$ cat config.mk
export PLATFORM = sky130hd
export DESIGN_NAME = weighted_sampler_with_pool_unit
export DESIGN_NICKNAME = d
export VERILOG_FILES = /design/src/sv/wsp_pkg.sv /design/src/sv/weighted_sampler_with_pool_unit.sv /design/src/sv/wsp_ram.sv
export SDC_FILE = /design/constraint.sdc
export NUM_CORES = 1
export LEC_CHECK = 0
export BUFFER_PORTS_ARGS = -buffer_cell sky130_fd_sc_hd__buf_2
export CELL_PAD_IN_SITES_DETAIL_PLACEMENT = 0
export CELL_PAD_IN_SITES_GLOBAL_PLACEMENT = 1
export CORE_ASPECT_RATIO = 1.25
export CORE_MARGIN = 8
export CORE_UTILIZATION = 45
export DETAILED_ROUTE_END_ITERATION = 12
export PLACE_DENSITY = 0.72
export SLEW_MARGIN = 20
export SYNTH_ARGS = -nofsm -noshare
export SYNTH_HDL_FRONTEND = slang
export SYNTH_SLANG_ARGS = --single-unit
$ cat constraint.sdc
create_clock -name clk_i -period 7.9 [get_ports clk_i]
set_clock_uncertainty 0.05 [all_clocks]
set_input_delay 0.79 -clock clk_i [delete_from_list [all_inputs] [get_ports clk_i]]
set_output_delay 0.79 -clock clk_i [all_outputs]
set_load 0.03 [all_outputs]
$ cat src/sv/wsp_pkg.sv
// shared types and constants of the weighted sampler
package wsp_pkg;

  localparam int SUM_W = 20;
  localparam logic [SUM_W-1:0] SUM_MAX = '1;

  typedef enum logic [1:0] {
    ACT_WRITE     = 2'd0,
    ACT_DRAW      = 2'd1,
    ACT_RESTART   = 2'd2,
    ACT_DRAW_POOL = 2'd3
  } action_e;

  typedef enum logic [1:0] {
    STAT_OK    = 2'd0,
    STAT_RANGE = 2'd1,
    STAT_EMPTY = 2'd2
  } status_e;

  typedef enum logic [1:0] {
    S_IDLE,
    S_SCAN,
    S_VAL,
    S_DONE
  } state_e;

endpackage

$ cat src/sv/weighted_sampler_with_pool_unit.sv
// weighted sampler top level: entry table, draw pool and sequential weight walk
//
//  channel  | handshake                     | payload
//  ---------+-------------------------------+------------------------------------------
//  cfg      | cfg_we_i (no wait)            | cfg_wdata_i: entry count
//  in       | in_valid_i / in_ready_o       | action, entry index/weight/value, random
//  out      | out_valid_o / out_ready_i     | picked value/index, weight sum, status
//
// one item at a time: a single adder/compare walks the weight ram one entry per cycle
// write and draw walk the entry_count entries in use (a successful draw adds a value read),
// restart walks all MAX_ENTRIES entries since it copies the whole table into the pool
// reset clears the valid bits, so every weight reads as zero; no clearing pass is needed
// a result waits in the output register while the next item is already accepted
module weighted_sampler_with_pool_unit
  import wsp_pkg::*;
#(
  parameter int MAX_ENTRIES = 16,
  parameter int WEIGHT_BITS = 16,
  parameter int VALUE_BITS  = 32
) (
  input  logic               clk_i,
  input  logic               rst_ni,
  input  logic               cfg_we_i,
  input  logic [4:0]         cfg_wdata_i,
  input  logic               in_valid_i,
  output logic               in_ready_o,
  input  logic [1:0]         action_i,
  input  logic [3:0]         entry_index_i,
  input  logic [15:0]        entry_weight_i,
  input  logic signed [31:0] entry_value_i,
  input  logic [19:0]        random_draw_i,
  output logic               out_valid_o,
  input  logic               out_ready_i,
  output logic signed [31:0] picked_value_o,
  output logic [3:0]         picked_index_o,
  output logic [19:0]        weight_sum_used_o,
  output logic [1:0]         status_o
);

  localparam int IDX_W = $clog2(MAX_ENTRIES);
  localparam int CNT_W = $clog2(MAX_ENTRIES + 1);
  localparam int ACC_W = ((WEIGHT_BITS > SUM_W) ? WEIGHT_BITS : SUM_W) + 1;

  // control registers
  state_e                 state_q, state_d;
  logic [4:0]             cfg_cnt_q, cfg_cnt_d;
  logic [MAX_ENTRIES-1:0] tbl_vld_q, tbl_vld_d;
  logic [MAX_ENTRIES-1:0] pool_vld_q, pool_vld_d;
  logic                   stg_vld_q, stg_vld_d;
  logic                   found_q, found_d;
  logic                   out_vld_q, out_vld_d;
  logic [CNT_W-1:0]       cnt_q, cnt_d;

  // payload registers
  action_e                act_q, act_d;
  logic [SUM_W-1:0]       rnd_q, rnd_d;
  logic [CNT_W-1:0]       len_q, len_d;
  logic [IDX_W-1:0]       stg_idx_q, stg_idx_d;
  logic [SUM_W-1:0]       sum_q, sum_d;
  logic [IDX_W-1:0]       pick_q, pick_d;
  logic signed [31:0]     res_val_q, res_val_d;
  logic [3:0]             res_idx_q, res_idx_d;
  logic [SUM_W-1:0]       res_used_q, res_used_d;
  status_e                res_stat_q, res_stat_d;
  logic signed [31:0]     out_val_q, out_val_d;
  logic [3:0]             out_idx_q, out_idx_d;
  logic [SUM_W-1:0]       out_used_q, out_used_d;
  status_e                out_stat_q, out_stat_d;

  // datapath signals
  logic                   in_xfer;
  logic                   tbl_we;
  logic                   pool_we;
  logic [CNT_W-1:0]       n_act;
  logic [WEIGHT_BITS-1:0] tbl_rdata;
  logic [WEIGHT_BITS-1:0] pool_rdata;
  logic [VALUE_BITS-1:0]  val_rdata;
  logic [WEIGHT_BITS-1:0] w_sel;
  logic [ACC_W-1:0]       acc;
  logic [SUM_W-1:0]       sum_nxt;

  assign in_ready_o = (state_q == S_IDLE);
  assign in_xfer    = in_valid_i && in_ready_o;
  assign tbl_we     = in_xfer && (action_e'(action_i) == ACT_WRITE) &&
                      (32'(entry_index_i) < MAX_ENTRIES);
  assign pool_we    = (state_q == S_SCAN) && stg_vld_q && (act_q == ACT_RESTART);

  // entries in use, clamped to the table size
  assign n_act = (32'(cfg_cnt_q) > MAX_ENTRIES) ? CNT_W'(MAX_ENTRIES) : CNT_W'(cfg_cnt_q);

  wsp_ram #(.WIDTH(WEIGHT_BITS), .DEPTH(MAX_ENTRIES)) u_tbl_ram (
    .clk_i   (clk_i),
    .we_i    (tbl_we),
    .waddr_i (IDX_W'(entry_index_i)),
    .wdata_i (WEIGHT_BITS'(entry_weight_i)),
    .raddr_i (cnt_q[IDX_W-1:0]),
    .rdata_o (tbl_rdata)
  );

  wsp_ram #(.WIDTH(WEIGHT_BITS), .DEPTH(MAX_ENTRIES)) u_pool_ram (
    .clk_i   (clk_i),
    .we_i    (pool_we),
    .waddr_i (stg_idx_q),
    .wdata_i (tbl_rdata),
    .raddr_i (cnt_q[IDX_W-1:0]),
    .rdata_o (pool_rdata)
  );

  wsp_ram #(.WIDTH(VALUE_BITS), .DEPTH(MAX_ENTRIES)) u_val_ram (
    .clk_i   (clk_i),
    .we_i    (tbl_we),
    .waddr_i (IDX_W'(entry_index_i)),
    .wdata_i (VALUE_BITS'(entry_value_i)),
    .raddr_i (pick_q),
    .rdata_o (val_rdata)
  );

  // weight of the entry in the data stage, invalid entries read as zero
  always_comb begin
    if (act_q == ACT_DRAW_POOL) begin
      w_sel = pool_vld_q[stg_idx_q] ? pool_rdata : '0;
    end else begin
      w_sel = tbl_vld_q[stg_idx_q] ? tbl_rdata : '0;
    end
    acc     = ACC_W'(sum_q) + ACC_W'(w_sel);
    sum_nxt = (acc > ACC_W'(SUM_MAX)) ? SUM_MAX : acc[SUM_W-1:0];
  end

  always_comb begin
    state_d    = state_q;
    cfg_cnt_d  = cfg_cnt_q;
    tbl_vld_d  = tbl_vld_q;
    pool_vld_d = pool_vld_q;
    stg_vld_d  = 1'b0;
    found_d    = found_q;
    out_vld_d  = out_vld_q;
    cnt_d      = cnt_q;
    act_d      = act_q;
    rnd_d      = rnd_q;
    len_d      = len_q;
    stg_idx_d  = stg_idx_q;
    sum_d      = sum_q;
    pick_d     = pick_q;
    res_val_d  = res_val_q;
    res_idx_d  = res_idx_q;
    res_used_d = res_used_q;
    res_stat_d = res_stat_q;
    out_val_d  = out_val_q;
    out_idx_d  = out_idx_q;
    out_used_d = out_used_q;
    out_stat_d = out_stat_q;

    if (cfg_we_i) begin
      cfg_cnt_d = cfg_wdata_i;
    end
    if (out_vld_q && out_ready_i) begin
      out_vld_d = 1'b0;
    end
    if (tbl_we) begin
      tbl_vld_d[IDX_W'(entry_index_i)] = 1'b1;
    end

    case (state_q)
      S_IDLE: begin
        if (in_xfer) begin
          act_d   = action_e'(action_i);
          rnd_d   = random_draw_i;
          cnt_d   = '0;
          sum_d   = '0;
          found_d = 1'b0;
          pick_d  = '0;
          if (action_e'(action_i) == ACT_RESTART) begin
            len_d      = CNT_W'(MAX_ENTRIES);
            pool_vld_d = tbl_vld_q;
          end else begin
            len_d = n_act;
          end
          state_d = S_SCAN;
        end
      end

      S_SCAN: begin
        // issue stage
        if (cnt_q != len_q) begin
          stg_vld_d = 1'b1;
          stg_idx_d = cnt_q[IDX_W-1:0];
          cnt_d     = cnt_q + 1'b1;
        end
        // data stage: running sum and first crossing of the random number
        if (stg_vld_q && (CNT_W'(stg_idx_q) < n_act)) begin
          sum_d = sum_nxt;
          if (!found_q && (rnd_q < sum_nxt)) begin
            found_d = 1'b1;
            pick_d  = stg_idx_q;
          end
        end
        if ((cnt_q == len_q) && !stg_vld_q) begin
          res_val_d  = '0;
          res_idx_d  = '0;
          res_used_d = sum_q;
          res_stat_d = STAT_OK;
          state_d    = S_DONE;
          case (act_q)
            ACT_DRAW: begin
              if (rnd_q >= sum_q) begin
                res_stat_d = STAT_RANGE;
              end else begin
                res_idx_d = 4'(pick_q);
                state_d   = S_VAL;
              end
            end
            ACT_DRAW_POOL: begin
              if (sum_q == '0) begin
                res_stat_d = STAT_EMPTY;
              end else if (rnd_q >= sum_q) begin
                res_stat_d = STAT_RANGE;
              end else begin
                res_idx_d          = 4'(pick_q);
                pool_vld_d[pick_q] = 1'b0;
                state_d            = S_VAL;
              end
            end
            default: begin
              res_stat_d = STAT_OK;
            end
          endcase
        end
      end

      S_VAL: begin
        res_val_d = 32'($signed(val_rdata));
        state_d   = S_DONE;
      end

      S_DONE: begin
        if (!out_vld_q || out_ready_i) begin
          out_vld_d  = 1'b1;
          out_val_d  = res_val_q;
          out_idx_d  = res_idx_q;
          out_used_d = res_used_q;
          out_stat_d = res_stat_q;
          state_d    = S_IDLE;
        end
      end

      default: begin
        state_d = S_IDLE;
      end
    endcase
  end

  always_ff @(posedge clk_i or negedge rst_ni) begin
    if (!rst_ni) begin
      state_q    <= S_IDLE;
      cfg_cnt_q  <= 5'd16;
      tbl_vld_q  <= '0;
      pool_vld_q <= '0;
      stg_vld_q  <= 1'b0;
      found_q    <= 1'b0;
      out_vld_q  <= 1'b0;
      cnt_q      <= '0;
    end else begin
      state_q    <= state_d;
      cfg_cnt_q  <= cfg_cnt_d;
      tbl_vld_q  <= tbl_vld_d;
      pool_vld_q <= pool_vld_d;
      stg_vld_q  <= stg_vld_d;
      found_q    <= found_d;
      out_vld_q  <= out_vld_d;
      cnt_q      <= cnt_d;
    end
  end

  always_ff @(posedge clk_i) begin
    act_q      <= act_d;
    rnd_q      <= rnd_d;
    len_q      <= len_d;
    stg_idx_q  <= stg_idx_d;
    sum_q      <= sum_d;
    pick_q     <= pick_d;
    res_val_q  <= res_val_d;
    res_idx_q  <= res_idx_d;
    res_used_q <= res_used_d;
    res_stat_q <= res_stat_d;
    out_val_q  <= out_val_d;
    out_idx_q  <= out_idx_d;
    out_used_q <= out_used_d;
    out_stat_q <= out_stat_d;
  end

  assign out_valid_o       = out_vld_q;
  assign picked_value_o    = out_val_q;
  assign picked_index_o    = out_idx_q;
  assign weight_sum_used_o = out_used_q;
  assign status_o          = out_stat_q;

endmodule

$ cat src/sv/wsp_ram.sv
// generic single-write, single-read ram with registered read data
module wsp_ram #(
  parameter int WIDTH = 8,
  parameter int DEPTH = 16
) (
  input  logic                     clk_i,
  input  logic                     we_i,
  input  logic [$clog2(DEPTH)-1:0] waddr_i,
  input  logic [WIDTH-1:0]         wdata_i,
  input  logic [$clog2(DEPTH)-1:0] raddr_i,
  output logic [WIDTH-1:0]         rdata_o
);

  logic [WIDTH-1:0] mem_q [DEPTH];
  logic [WIDTH-1:0] rdata_q;

  always_ff @(posedge clk_i) begin
    if (we_i) begin
      mem_q[waddr_i] <= wdata_i;
    end
    rdata_q <= mem_q[raddr_i];
  end

  assign rdata_o = rdata_q;

endmodule
==> impl_results.md <==
* Status: completed
* Number of library cell types mapped by synthesis at 63
* Maximum root-to-sink buffer count at 3
* Synthesized area at around 0.050 mm^2
* CTS H-tree depth at 4
* Yosys warning count at 0
* Synthesized area per cell at approximately 22 um^2
* First-pass GRT wire length at 164000 um
* Fin. Hold Viols at 0
* Main synth FF type: edfxtp_1
* Root Buffer: clkbuf_16
* Post-route ant nets at 0
* Slew Viols, Final at 0
* Area leader, netlist: edfxtp_1
* Core area at 0.110 mm^2
* CTS tree: done
* Initial DRC Count at 2221
* FILL cells at around 8500
* Sequential fraction of the synthesis area at 76.7%
* Die Y at between 300 and 400 um
* CTS clk-pin slew, worst paths at roughly 60 ps
* CP max FO at 16
* Clock Sinks at 1306
* Via count at approximately 23000
* Maximum clock rate at between 150 and 200 MHz
* Slew @ Worst Pin at 1120 ps
* GRT Total Usage at between 10% and 20%
* Synthesized net count at about 2400
* HPWL after DPL at approximately 64000 um
* Site row count at ~140
* Initial antenna violation count at 21
* Hold_ws at roughly 79 ps
* Die ar. at 0.122 mm^2
* Drt total wl at 112000 um
* Critical path class: flop to flop
* First-pass DRT Iterations at 5
* Setup repair bufs after CTS at 0
* Grt ovf at 0
* Post-synth EDFFs at roughly 1200
* Max_slew headroom at approximately a quarter
* Max-Cap Viols at 0
* DRC viols at 0
* Minimum clock period at 6490 ps
* R2R cell count at 20
* Hold WC Path Type: input pin to async pin
* Top cells by area, synth: edfxtp_1 (72%), mux4_2 (15%), dfxtp_1 (2.6%)
* Net count, final at roughly 2700
* Reg area at approximately 0.038 mm^2
* Post_cts resized at 0
* RSZ-0062 raised after global routing: no
* Pin count of the biggest net entering global routing at roughly 120
* Final period utilization at a little over 80%
* Worst Path Required at 8260 ps
* CTS Buf Count at 130
* #FFs+latches synth at roughly 1300
* Area Overhead vs Synth at 13.7%
* Final setup fails at 0
* Later-pin clock latency in the skew report at between 700 and 800 ps
* Routed len/inst at 27.4 um
* Synth async-reset ratio at approximately 3.6%
* Layout cell share with drive strength beyond 1 at between 20 and 30%
* Leakage at between 15 and 20 nW
* CP Capture Type: flop
* IO Pins at 144
* Vias per inst at approximately 5.7
* Hold-fix buffers at CTS at 0
* Vias in the first global route at ~25000
* Yosys top cell area share at a little under three quarters
* Die Wd at around 310 um
* Final GP Congestion at 0.824
* Worst EP arrival at roughly 7000 ps
* Setup TNS at 0 ps
* Initial Util at 45.4%
* PD cells at between 200 and 250 mW/mm^2
* Cell count after synthesis at 2280
* Startpoint class of the critical path: flop
* DP Worst Slack at approximately 1500 ps
* Peak VDD IR at 0.211 mV
* Area occupied by multi-input gates at ~0.011 mm^2
* Port Buffers at roughly 140
* Final WS setup at ~1400 ps
==> state kept, by name, indices dropped and copies added (netlist names), 4 cells and up <==
| register | cells |
|---|---|
| res_idx_q | 4 |
| pick_q | 4 |
| u_pool_ram.rdata_o | 16 |
| weight_sum_used_o | 20 |
| res_used_q | 20 |
| picked_index_o | 4 |
| u_val_ram.rdata_o | 32 |
| tbl_vld_q | 16 |
| sum_q | 20 |
| u_tbl_ram.rdata_o | 16 |
| stg_idx_q | 4 |
| picked_value_o | 32 |
| u_pool_ram.mem_q | 256 |
| cnt_q | 5 |
| res_val_q | 32 |
| len_q | 5 |
| pool_vld_q | 16 |
| u_val_ram.mem_q | 512 |
| cfg_cnt_q | 5 |
| rnd_q | 20 |
| u_tbl_ram.mem_q | 256 |
==> Yosys cell counts (all sizes together), types with 16 or more instances <==
| cell | number |
|---|---|
| buf | 38 |
| dfxtp | 64 |
| a22o | 17 |
| dfrtp | 46 |
| nor2 | 79 |
| o21ai | 19 |
| a41oi | 17 |
| ha | 65 |
| clkbuf | 60 |
| a21oi | 33 |
| nand2 | 36 |
| nor3 | 16 |
| or2 | 16 |
| edfxtp | 1195 |
| mux2i | 19 |
| and2 | 50 |
| mux4 | 330 |
| inv | 32 |
==> cell type report <==
type,instances,share of cell area [%]
flip-flops and latches,1306,67.5
multi-input cells,843,19.8
clock buffers,181,6.33
well taps,1449,3.19
repair buffers,199,2.08
clock inverters,56,0.883
inverters,33,0.218
diodes,9,0.0396
==> logic make-up (layout without fill, tap and decap cells) <==
logic type / after synthesis / after routing / share of synthesized area (%)
other: 0 / 9 / 0
adder cells (fa/ha/maj): 66 / 66 / 1.67
flip-flops: 1306 / 1306 / 76.7
AO/OA/AOI/OAI: 150 / 150 / 2.16
multiplexers: 355 / 355 / 15.4
XOR/XNOR: 18 / 18 / 0.315
AND/OR/NAND/NOR: 254 / 254 / 2.58
buffers and inverters: 131 / 469 / 1.13
==> path summary, 6_finish.rpt <==
| path | to | slack (ps) | start |
|---|---|---|---|
| worst min register to register | picked_value_o[19] | 360 | res_val_q[19] |
| worst max register to register | pick_q[1] | 1410 | stg_idx_q[0] |
| max in group asynchronous | cnt_q[0] | 7240 | rst_ni |
| min in group clk_i | rnd_q[14] | 170 | random_draw_i[14] |
| worst max-delay path | pick_q[1] | 1410 | stg_idx_q[0] |
| worst min-delay path | cfg_cnt_q[2] | 80 | rst_ni |
==> routing by layer <==
metal,routed length (um),track usage [%]
met4,2320,5.26
met2,60500,33.0
met1,43200,22.1
met5,79,0
met3,5680,3.50
==> where the power goes <==
| part | switching (W) | internal, W |
|---|---|---|
| logic | 0.000323 | 0.000320 |
| clock network | 0.00257 | 0.00337 |
| registers | 0.0000233 | 0.00756 |
==> metrics by stage <==
stage          power [W]  cells  cell area (um^2)  util, %
2_1_floorplan    0.00817   2280             50000        -
3_3_place_gp     0.00837   3829             52700     47.8
3_5_place_dp     0.00838   3829             52700     47.8
4_1_cts           0.0143   4066             56800     51.6
5_1_grt           0.0146   4069             56800     51.6
6_report          0.0142   4076             56800     51.6
==> cells in the final DEF (no fill, tap or decap), drive strengths merged, types with 6 or more instances in the layout <==
| cell type | count |
|---|---|
| edfxtp | 1195 |
| mux4 | 330 |
| buf | 199 |
| clkbuf | 181 |
| nor2 | 79 |
| ha | 65 |
| dfxtp | 64 |
| and2 | 50 |
| dfrtp | 46 |
| inv | 44 |
| nand2 | 36 |
| clkinv | 36 |
| a21oi | 33 |
| mux2i | 19 |
| o21ai | 19 |
| a22o | 17 |
| a41oi | 17 |
| or2 | 16 |
| nor3 | 16 |
| nor2b | 15 |
| a21o | 14 |
| xor2 | 13 |
| nand2b | 12 |
| nand3 | 10 |
| diode | 9 |
| a211oi | 9 |
| o21a | 7 |
| a31oi | 6 |
| mux2 | 6 |
==> worst max-delay path, cell delays in order, from the launching register on <==
cell      delay, ps
edfxtp_1        720
mux4_1          620
mux4_2          490
nor2b_1         150
buf_4           190
a22o_1          280
ha_1            300
a211oi_1        290
o211ai_1        160
a211oi_1        440
o21ai_0         290
a32o_1          360
o2111a_1        270
mux2i_1         180
ha_1            270
nand4_1         100
nor3_1           90
nor2b_1         140
o41ai_1         230
o31ai_1         160
nor2b_1         360
Power figures use the tool's default switching activity.
